--- src/hw/rtl/cmd_pkg.sv ---
`timescale 1ns / 1ps

package cmd_pkg;

    // field widths of the stream items
    localparam int unsigned NUM_AXES   = 3;
    localparam int unsigned POS_W      = 24;
    localparam int unsigned MASS_W     = 16;
    localparam int unsigned IDX_W      = 5;
    localparam int unsigned FRAC_W     = 16;
    localparam int unsigned DENS_W     = 48;
    localparam int unsigned CSCALE_W   = 24;
    localparam int unsigned DSCALE_W   = 32;

    // internal arithmetic widths
    localparam int unsigned UNIT_W     = 32;   // scaled position, Q16.16
    localparam int unsigned INT_W      = 17;   // integer part after half-cell shift
    localparam int unsigned WGT_W      = 17;   // per-axis weight, up to 1.0 in Q1.16
    localparam int unsigned PROD_W     = 33;   // weight products, up to 2^32

    // configuration port
    localparam int unsigned CFG_IDX_W  = 1;
    localparam int unsigned CFG_DATA_W = 32;

    // stream widths
    localparam int unsigned S_TDATA_W  = 104;
    localparam int unsigned S_TUSER_W  = 2;
    localparam int unsigned M_TDATA_W  = 112;
    localparam int unsigned M_TUSER_W  = 1;

    localparam logic [DENS_W-1:0]   DENS_MAX     = '1;
    localparam logic [WGT_W-1:0]    WGT_ONE      = WGT_W'(65536);
    localparam logic [UNIT_W:0]     HALF_CELL    = (UNIT_W + 1)'(32768);
    localparam logic [CSCALE_W-1:0] CSCALE_RESET = CSCALE_W'(65536);
    localparam logic [DSCALE_W-1:0] DSCALE_RESET = DSCALE_W'(65536);

    typedef enum logic [1:0] {
        KIND_CLEAR   = 2'd0,
        KIND_DEPOSIT = 2'd1,
        KIND_READ    = 2'd2,
        KIND_NONE    = 2'd3
    } t_kind;

    typedef enum logic [CFG_IDX_W-1:0] {
        CFG_CELL_SCALE    = 1'b0,
        CFG_DENSITY_SCALE = 1'b1
    } t_cfg_reg;

    typedef enum logic [3:0] {
        ST_CLEAR,
        ST_IDLE,
        ST_SCALE,
        ST_MOD_LOAD,
        ST_MOD_WAIT,
        ST_C_ADDR,
        ST_C_READ,
        ST_C_MUL,
        ST_C_WRITE,
        ST_RD_ISSUE,
        ST_RD_HI,
        ST_RD_LO,
        ST_RD_SUM,
        ST_DONE
    } t_state;

endpackage

--- src/hw/rtl/cmd_mod.sv ---
`timescale 1ns / 1ps

module cmd_mod #(
    parameter int unsigned GRID_SIDE = 32,
    parameter int unsigned REM_W     = $clog2(GRID_SIDE)
) (
    input  logic                                          i_clk,
    input  logic                                          i_rst_n,
    input  logic                                          i_start,
    input  logic [cmd_pkg::NUM_AXES-1:0][cmd_pkg::INT_W-1:0] i_val,
    output logic                                          o_done,
    output logic [cmd_pkg::NUM_AXES-1:0][REM_W-1:0]       o_rem
);

    localparam int unsigned QUO_W = cmd_pkg::INT_W - 1;
    localparam int unsigned MUL_W = 2 * cmd_pkg::INT_W;
    // floor(2^INT_W / side): the quotient estimate is exact or one too small
    localparam logic [cmd_pkg::INT_W-1:0] RECIP =
        cmd_pkg::INT_W'((1 << cmd_pkg::INT_W) / GRID_SIDE);
    localparam logic [cmd_pkg::INT_W-1:0] SIDE_V = cmd_pkg::INT_W'(GRID_SIDE);
    localparam logic [REM_W:0]            SIDE_T = (REM_W + 1)'(GRID_SIDE);
    localparam logic [1:0]                STEPS  = 2'd2;

    logic [1:0] r_cnt;
    logic [cmd_pkg::NUM_AXES-1:0][cmd_pkg::INT_W-1:0] r_val;
    logic [cmd_pkg::NUM_AXES-1:0][QUO_W-1:0]          r_quo;
    logic [cmd_pkg::NUM_AXES-1:0][REM_W-1:0]          r_rem;
    logic [cmd_pkg::NUM_AXES-1:0][MUL_W-1:0]          w_prod;
    logic [cmd_pkg::NUM_AXES-1:0][cmd_pkg::INT_W-1:0] w_diff;
    logic [cmd_pkg::NUM_AXES-1:0][REM_W:0]            w_part;
    logic [cmd_pkg::NUM_AXES-1:0][REM_W-1:0]          n_rem;

    // quotient by reciprocal multiply, then one compare and subtract fixes the remainder
    always_comb begin
        for (int a = 0; a < cmd_pkg::NUM_AXES; a++) begin
            w_prod[a] = MUL_W'(r_val[a]) * MUL_W'(RECIP);
            w_diff[a] = r_val[a] - cmd_pkg::INT_W'(r_quo[a]) * SIDE_V;
            w_part[a] = w_diff[a][REM_W:0];
            if (w_part[a] >= SIDE_T) begin
                n_rem[a] = REM_W'(w_part[a] - SIDE_T);
            end else begin
                n_rem[a] = REM_W'(w_part[a]);
            end
        end
    end

    always_ff @(posedge i_clk) begin
        if (!i_rst_n) begin
            r_cnt <= '0;
        end else if (i_start) begin
            r_cnt <= STEPS;
        end else if (r_cnt != '0) begin
            r_cnt <= r_cnt - 2'd1;
        end
    end

    always_ff @(posedge i_clk) begin
        if (i_start) begin
            r_val <= i_val;
        end
        if (r_cnt == STEPS) begin
            for (int a = 0; a < cmd_pkg::NUM_AXES; a++) begin
                r_quo[a] <= w_prod[a][cmd_pkg::INT_W +: QUO_W];
            end
        end
        if (r_cnt == 2'd1) begin
            r_rem <= n_rem;
        end
    end

    assign o_done = (r_cnt == '0);
    assign o_rem  = r_rem;

endmodule
--- config.mk ---
export PLATFORM = sky130hd
export DESIGN_NAME = cmd_mod
export DESIGN_NICKNAME = d
export VERILOG_FILES = /design/src/hw/rtl/cmd_pkg.sv /design/src/hw/rtl/cmd_mod.sv
export SDC_FILE = /design/constraint.sdc
export NUM_CORES = 1
export LEC_CHECK = 0
export ABC_AREA = 1
export BUFFER_PORTS_ARGS = -buffer_cell sky130_fd_sc_hd__buf_2
export CORE_AREA = 3 3 55 57
export CTS_CLUSTER_SIZE = 14
export DETAILED_ROUTE_END_ITERATION = 7
export DIE_AREA = 0 0 58 60
export GPL_TIMING_DRIVEN = 0
export PLACE_DENSITY = 0.74
export SETUP_SLACK_MARGIN = 0.05
export SYNTH_ARGS = -nofsm -noshare
export SYNTH_HDL_FRONTEND = slang
export SYNTH_SLANG_ARGS = --single-unit
--- constraint.sdc ---
create_clock -name i_clk -period 1.8 [get_ports i_clk]
set_input_delay 0.36 -clock i_clk [delete_from_list [all_inputs] [get_ports i_clk]]
set_output_delay 0.36 -clock i_clk [all_outputs]
set_load 0.03 [all_outputs]
==> results of run 1 <==
## per-layer routing
metal / vias up / track usage / part of all wire
met2: 24 / 0.185 / 0.54
met5: - / 0 / 0
li1: 238 / - / -
met4: 0 / 0.0596 / 0.019
met1: 225 / 0.0912 / 0.30
met3: 4 / 0.0756 / 0.13
## layout make-up
type	count	area share
flip-flops and latches	32	0.761
well taps	30	0.0304
multi-input cells	8	0.0273
inverters	2	0.00607
clock inverters	3	0.0111
clock buffers	5	0.0304
repair buffers	33	0.134
## placed cells by master (no fill, tap or decap)
cell type | Yosys | routed
nand2_1 | 4 | 4
clkinv_1 | 0 | 1
clkbuf_4 | 0 | 5
nor2_2 | 0 | 1
nand3_1 | 1 | 1
inv_1 | 2 | 2
clkinv_2 | 0 | 2
nor2_1 | 3 | 2
edfxtp_1 | 30 | 30
buf_2 | 0 | 33
dfxtp_1 | 2 | 2
## registers in the layout, summed over array words and instances, names as in the netlist
name,cells
o_rem,15
r_cnt,2
r_val,15
## worst max-delay path by stage
stage	slack, ns	endpoint	from	cells past startpoint
global placement	0.16	o_rem[3]$_DFFE_PP_	r_cnt[0]$_SDFFE_PP0P_	2
CTS	0.40	o_rem[4]$_DFFE_PP_	r_cnt[0]$_SDFFE_PP0P_	2
detailed placement	0.07	o_rem[14]$_DFFE_PP_	r_cnt[0]$_SDFFE_PP0P_	2
global route	0.27	o_rem[4]$_DFFE_PP_	r_cnt[0]$_SDFFE_PP0P_	2
floorplan	0.38	o_rem[0]$_DFFE_PP_	r_cnt[0]$_SDFFE_PP0P_	2
finish	0.42	o_rem[2]$_DFFE_PP_	r_cnt[0]$_SDFFE_PP0P_	2
## what timing repair did
| item | CTS | global route |
|---|---|---|
| endpoints found under the hold margin | 0 | 0 |
| setup endpoints to repair | 9 | 0 |
| gates resized for setup | 1 | 0 |
## worst max-delay path: stages, from the launching register on
cell     delay, ns
dfxtp_1       0.37
inv_1         0.08
nor2_2        0.56
## through the flow
step | worst slack, ns | instances | total power, uW
3_3_place_gp | 0.160 | 105 | 929
2_1_floorplan | 0.379 | 42 | 898
5_1_grt | 0.275 | 113 | 1350
4_1_cts | 0.396 | 113 | 1310
6_report | 0.421 | 113 | 1280
3_5_place_dp | 0.0728 | 105 | 936
## power breakdown
part	total, uW	switching, uW	internal (uW)
Sequential	864	10.2	854
Combinational	53.1	33.8	19.2
Clock	362	219	143
Total	1280	263	1020
## cell usage after synthesis
master    instances  area share
nand2_1           4       0.015
nand3_1           1      0.0051
dfxtp_1           2       0.041
inv_1             2      0.0077
nor2_1            3       0.011
edfxtp_1         30        0.92
## cell families after synthesis
kind of cell | synth area share
DFF | 0.960
and+or+nand+nor | 0.0319
buffers and inverters | 0.00767
==> flow_metrics.py, run 1 <==
metrics = {
    "status": {
        "status": "complete, no violations",
    },
    "final_layout": {
        "drive_gt1_frac": 0.494,
        "regArea_sq_um": 941,
        "multi_input_area_sq_um": 33.8,
        "n_antenna_cell": 0,
        "syn_to_final_growth_pct": 26.2,
        "final_cell_area_sq_mm": 0.00124,
        "fin_util": 0.490,
        "fin_nets": 136,
        "nFillCells": 239,
    },
    "detailed_routing": {
        "vias": 491,
        "dr.pass1.iters": 2,
        "drt_iter0_drc": 4,
        "drc_errors": 0,
        "postRouteAntennaNets": 0,
        "drt-total-wl_microns": 1530,
        "routedWlPerCell_microns": 13.6,
        "avgViaCountPerCell": 4.35,
    },
    "sta": {
        "setup_tns_ns": 0,
        "slew_viol_final": 0,
        "slew_headroom": 0.511,
        "setup_viol": 0,
        "fmax_mhz": 725,
        "skew_ns": 0.0102,
        "hold_viol_final": 0,
        "fin_crit_sh": 0.766,
        "holdWs_ns": 0.205,
        "tightest_slew_ns": 0.732,
        "grt_setup_unrepaired": "no",
        "fin_crit_ns": 1.38,
    },
    "floorplan": {
        "chipHeight_microns": 60,
        "ios": 70,
        "core_area_sq_mm": 0.00252,
        "die_w_microns": 58,
        "rows": 18,
        "dieArea_sq_mm": 0.00348,
        "start_util": 0.388,
    },
    "power": {
        "vdd_ir_drop_max_uv": 709,
        "p_per_area_mw_per_mm2": 1030,
        "p_leak_uw": 0.000486,
    },
    "setup_path": {
        "worstSetupStartpointType": "flip-flop",
        "path_class": "reg2reg",
        "cp.arrival_ns": 1.33,
        "r2r-start": "r_cnt[0]$_SDFFE_PP0P_",
        "crit_required_ns": 1.75,
        "r2r_cells": 2,
        "worstPathMaxFanout": 15,
        "cp-end-kind": "flip-flop",
        "reg2reg_slack_ns": 0.42,
        "reg2reg_to": "o_rem[2]$_DFFE_PP_",
    },
    "placement": {
        "hpwlAfterDp_microns": 1150,
        "io_buffers": 33,
        "gp_congestion": 0.613,
        "placed_area_sq_mm": 0.00118,
    },
    "synthesis": {
        "postSynthCellCount": 42,
        "ys_ff_latch": 32,
        "synth_fp_nets": 96,
        "synth.avg_cell_area_sq_um": 23.3,
        "yosys_warnings": 0,
        "synth_seq_area_share": 0.960,
        "netlist_area_sq_um": 980,
        "yosysUniqueCellTypes": 6,
    },
    "min_path": {
        "min_to": "r_val[37]$_DFFE_PP_",
        "holdPathStages": 1,
        "hp-class": "in2reg",
        "hold_start": "i_val[37]",
    },
    "flow_run": {
        "cap_violations": 0,
    },
    "clock_tree": {
        "cts_sinks": 32,
        "cts_hold_buf": 0,
        "h-tree-depth": 2,
        "clk_pin_slew_worst_paths_ns": 0.09,
        "numCtsBuffers": 5,
        "cts_tree": "done",
        "post_cts_buffers": 0,
        "insertion_delay_ns": 0.32,
        "cts_buffer_depth": 2,
        "cts-root-buf": "clkbuf_4",
    },
    "global_routing": {
        "first_global_vias": 526,
        "grt_usage": 0.108,
        "grt_max_degree": 18,
        "antenna_found_initial": 0,
        "grt_overflow": 0,
        "grt_pass1_wl_microns": 2480,
    },
}
Power figures use the tool's default switching activity.
==> run 2: changes to the inputs <==
- clock period: 1.8 -> 1.3 ns (I/O delays scaled with it)
==> run 2 against run 1 <==
Effect of this change: non-clock buffer count unchanged; combinational power up 40%; final cell count unchanged; largest cell class unchanged; die area unchanged; sequential share of layout area down 0.39 points; critical endpoint is now o_done; global-route usage down 1.3 points; register-to-register slack worse by 0.27 ns; via count down 3.5%.
==> flow_metrics.py, run 2 (synthesis gave the netlist of run 1 again) <==
metrics = {
    "clock_tree": {
        "cts_hold_buf": 0,
        "h-tree-depth": 2,
        "numCtsBuffers": 5,
        "cts_sinks": 32,
        "cts_buffer_depth": 2,
        "cts_tree": "done",
        "clk_pin_slew_worst_paths_ns": 0.08,
        "cts-root-buf": "clkbuf_4",
        "insertion_delay_ns": 0.32,
    },
    "setup_path": {
        "worstPathMaxFanout": 4,
        "crit_required_ns": 1.04,
        "cp-end-kind": "output pin",
        "path_class": "reg2out",
        "reg2reg_slack_ns": 0.15,
        "worstSetupStartpointType": "flip-flop",
        "cp.arrival_ns": 0.93,
    },
    "sta": {
        "skew_ns": 0.00534,
        "fmax_mhz": 839,
        "setup_viol": 0,
        "hold_viol_final": 0,
        "fin_crit_ns": 1.19,
        "slew_headroom": 0.724,
        "fin_crit_sh": 0.917,
        "slew_viol_final": 0,
        "grt_setup_unrepaired": "no",
        "tightest_slew_ns": 0.413,
    },
    "power": {
        "p_per_area_mw_per_mm2": 1410,
        "combPwrFrac": 0.042,
        "p_int_uw": 1420,
        "p_seq_frac": 0.678,
        "switching_share": 0.196,
        "vdd_ir_drop_max_uv": 853,
        "switchingPower_uw": 345,
        "p_total_uw": 1760,
        "p_leak_uw": 0.000483,
        "clkPwrFrac": 0.280,
    },
    "final_layout": {
        "syn_to_final_growth_pct": 27.3,
        "n_antenna_cell": 0,
        "final_common_cell": "buf_2",
        "drive_gt1_frac": 0.494,
        "final_cell_area_sq_mm": 0.00125,
        "final_cell_mix": "buf_2 (32), edfxtp_1 (30), clkbuf_4 (5)",
        "fin_nets": 136,
    },
    "detailed_routing": {
        "drc_errors": 0,
        "routedWlPerCell_microns": 12.8,
        "drt-total-wl_microns": 1440,
        "drt_iter0_drc": 4,
        "postRouteAntennaNets": 0,
        "vias": 474,
        "dr.pass1.iters": 3,
        "avgViaCountPerCell": 4.19,
    },
    "placement": {
        "gp_congestion": 0.582,
        "io_buffers": 33,
        "placed_area_sq_mm": 0.00118,
        "hpwlAfterDp_microns": 1010,
    },
    "flow_run": {
        "cap_violations": 0,
    },
    "floorplan": {
        "die_w_microns": 58,
        "start_util": 0.388,
        "dieArea_sq_mm": 0.00348,
        "ios": 70,
        "core_area_sq_mm": 0.00252,
        "rows": 18,
        "chipHeight_microns": 60,
    },
    "min_path": {
        "hp-class": "in2reg",
    },
    "global_routing": {
        "grt_max_degree": 18,
        "grt_pass1_wl_microns": 2190,
        "grt_overflow": 0,
        "antenna_found_initial": 0,
        "grt_usage": 0.0948,
        "first_global_vias": 467,
    },
    "status": {
        "status": "complete, no violations",
    },
}
## run 2: cell types whose count changed in the layout (fill, tap and decap cells not counted)
cell and delta:
dfxtp_4 +1, dfxtp_1 -1, buf_4 +1, clkbuf_1 +2
clkinv_2 -2, nor2_1 -1, nor2_4 +1, buf_2 -1
## run 2: critical path: stages (launching register included)
cell and delay [ns]:
dfxtp_4 0.37, nor2_2 0.10, buf_4 0.16
## run 2: through the flow
stage | instances | hold WS [ns] | worst slack (ns) | utilization | TNS (ns)
after floorplan | 42 | 0.359 | 0.123 | - | 0
after global placement | 105 | 0.402 | -0.0262 | 0.470 | -0.387
after detailed placement | 105 | 0.405 | -0.0701 | 0.470 | -1.05
after CTS | 113 | 0.0944 | 0.0402 | 0.491 | 0
after global routing | 113 | 0.0716 | 0.0475 | 0.495 | 0
final | 113 | 0.112 | 0.108 | 0.495 | 0
## run 2: worst paths after layout
check,from,endpoint,cells past startpoint
setup reg to reg,r_cnt[0]$_SDFFE_PP0P_,o_rem[9]$_DFFE_PP_,2
hold reg to reg,r_val[20]$_DFFE_PP_,o_rem[8]$_DFFE_PP_,0
hold / removal,i_val[36],r_val[36]$_DFFE_PP_,1
setup / recovery,r_cnt[1]$_SDFFE_PN0P_,o_done,2
## run 2: final cells by class
| cell class | count | area, sq um |
|---|---|---|
| flip-flops and latches | 32 | 945 |
| clock buffers | 7 | 45.0 |
| repair buffers | 33 | 168 |
| well taps | 30 | 37.5 |
| multi-input cells | 8 | 41.3 |
| clock inverters | 1 | 3.75 |
| fillers | 227 | 1270 |
| inverters | 2 | 7.51 |
## run 2: power by group through the flow
stage	clock network, uW	registers, uW	logic (uW)
floorplan	0	1230	13.1
global placement	0	1220	70.8
CTS	526	1200	74.1
detailed placement	0	1220	73.2
finish	493	1200	74.6
global route	587	1200	82.9
## run 2: what timing repair did
action	in CTS	in global routing
endpoints found under the setup margin	15	1
setup buffers	0	0
cloned	0	0
resized for setup	1	5
## run 2: per-layer routing
layer  vias up  GRT usage  share of wire
met5         -          0              0
met4         0     0.0397              0
met3         0     0.0691           0.11
met2        25      0.153           0.56
met1       210     0.0925           0.33
li1        239          -              -
==> run 3: changes to the inputs <==
- CORE_AREA: 3 3 55 57 -> 3 3 53 55
- DIE_AREA: 0 0 58 60 -> 0 0 56 58
- PLACE_DENSITY: 0.74 -> 0.79
- clock period: 1.3 -> 1.4 ns (I/O delays scaled with it)
==> run 3 against run 2 <==
Effect of this change: clock power fell by 7.9%; power fell by 7.2%; final cell count unchanged; setup slack improved by 0.038 ns; register-to-register slack gained 0.11 ns; clock skew up 0.0021 ns; die area is 6.7% lower; critical endpoint unchanged.
==> flow_metrics.py, run 3 (synthesis gave the netlist of run 1 again) <==
metrics = {
    "detailed_routing": {
        "vias": 488,
        "drt-total-wl_microns": 1580,
        "drc_errors": 0,
        "postRouteAntennaNets": 0,
        "dr.pass1.iters": 4,
        "avgViaCountPerCell": 4.32,
        "routedWlPerCell_microns": 14.0,
        "drt_iter0_drc": 11,
    },
    "sta": {
        "tightest_slew_ns": 0.424,
        "fmax_mhz": 798,
        "fin_crit_ns": 1.25,
        "setup_viol": 0,
        "hold_viol_final": 0,
        "fin_crit_sh": 0.896,
        "grt_setup_unrepaired": "no",
        "slew_viol_final": 0,
        "slew_headroom": 0.717,
        "skew_ns": 0.00740,
        "setup_tns_ns": 0,
    },
    "power": {
        "switchingPower_uw": 319,
        "switching_share": 0.195,
        "p_leak_uw": 0.000481,
        "clkPwrFrac": 0.277,
        "p_seq_frac": 0.681,
        "p_int_uw": 1320,
        "vdd_ir_drop_max_uv": 712,
        "p_per_area_mw_per_mm2": 1320,
        "combPwrFrac": 0.042,
    },
    "floorplan": {
        "core_area_sq_mm": 0.00243,
        "start_util": 0.403,
        "rows": 18,
        "ios": 70,
        "die_w_microns": 56,
        "dieArea_sq_mm": 0.00325,
        "chipHeight_microns": 58,
    },
    "clock_tree": {
        "cts-root-buf": "clkbuf_4",
        "h-tree-depth": 2,
        "insertion_delay_ns": 0.31,
        "cts_sinks": 32,
        "clk_pin_slew_worst_paths_ns": 0.09,
        "post_cts_buffers": 0,
        "cts_tree": "done",
        "numCtsBuffers": 5,
        "cts_buffer_depth": 2,
    },
    "setup_path": {
        "worstPathMaxFanout": 4,
        "cp.arrival_ns": 0.97,
        "path_buf_inv": 1,
        "crit_chain": "nor2_1 > buf_2",
        "crit_slowest_cell": "dfxtp_1",
        "crit_required_ns": 1.12,
        "worstSetupStartpointType": "flip-flop",
        "path_class": "reg2out",
        "critPathTopFamily": "flip-flops",
        "cp-end-kind": "output pin",
        "max_stage_delay_ns": 0.36,
    },
    "final_layout": {
        "n_antenna_cell": 0,
        "fin_nets": 136,
        "syn_to_final_growth_pct": 26.4,
        "drive_gt1_frac": 0.470,
        "final_cell_mix": "buf_2 (33), edfxtp_1 (30), clkbuf_4 (5)",
        "final_common_cell": "buf_2",
        "fin_util": 0.509,
    },
    "global_routing": {
        "grt_overflow": 0,
        "grt_pass1_wl_microns": 2340,
        "grt_max_degree": 18,
        "antenna_found_initial": 0,
        "first_global_vias": 468,
        "grt_usage": 0.110,
    },
    "status": {
        "status": "complete, no violations",
    },
    "flow_run": {
        "cap_violations": 0,
    },
    "min_path": {
        "hp-class": "in2reg",
    },
    "placement": {
        "hpwlAfterDp_microns": 1170,
        "gp_congestion": 0.685,
        "io_buffers": 33,
    },
}
## run 3: timing repair
action / 4_1_cts / 5_1_grt
hold buffers: 0 / 0
gates resized for setup: 1 / 0
endpoints found under the setup margin: 15 / 0
## run 3: metrics by stage
| stage | setup WS, ns | total power, uW | cell area (sq um) | std cells | hold WS, ns |
|---|---|---|---|---|---|
| floorplan | 0.223 | 1160 | 982 | 42 | 0.379 |
| global placement | 0.0832 | 1200 | 1180 | 105 | 0.401 |
| detailed placement | 0.00644 | 1210 | 1180 | 105 | 0.405 |
| CTS | 0.121 | 1660 | 1240 | 113 | 0.117 |
| global route | 0.0766 | 1720 | 1240 | 113 | 0.0997 |
| finish | 0.146 | 1640 | 1240 | 113 | 0.136 |
## run 3: metal layers
metal,up-vias,wire length (microns),global-route usage,share of wire
met5,-,0,0,0
met4,0,14,0.0814,0.0089
met3,2,119,0.0668,0.075
met2,23,831,0.167,0.53
met1,226,615,0.111,0.39
li1,237,-,-,-
## run 3: power groups by stage
stage	Sequential, uW	Clock [uW]	Combinational, uW
6_report	1110	454	68.5
5_1_grt	1120	524	73.6
2_1_floorplan	1140	0	12.1
3_3_place_gp	1130	0	66.4
4_1_cts	1110	479	70.4
3_5_place_dp	1140	0	69.8
## run 3: worst paths after layout
kind | cells after the start | startpoint | to | slack (ns)
worst min-delay path | 1 | i_val[0] | r_val[0]$_DFFE_PP_ | 0.14
worst min register to register | 0 | r_val[21]$_DFFE_PP_ | o_rem[9]$_DFFE_PP_ | 0.41
worst max-delay path | 2 | r_cnt[1]$_SDFFE_PN0P_ | o_done | 0.15
worst max register to register | 2 | r_cnt[0]$_SDFFE_PP0P_ | o_rem[13]$_DFFE_PP_ | 0.26
## run 3: final cells by class
class	count	area, sq um
fillers	207	1190
flip-flops and latches	32	941
repair buffers	33	165
clock buffers	7	45.0
multi-input cells	8	38.8
well taps	30	37.5
inverters	2	7.51
clock inverters	1	3.75
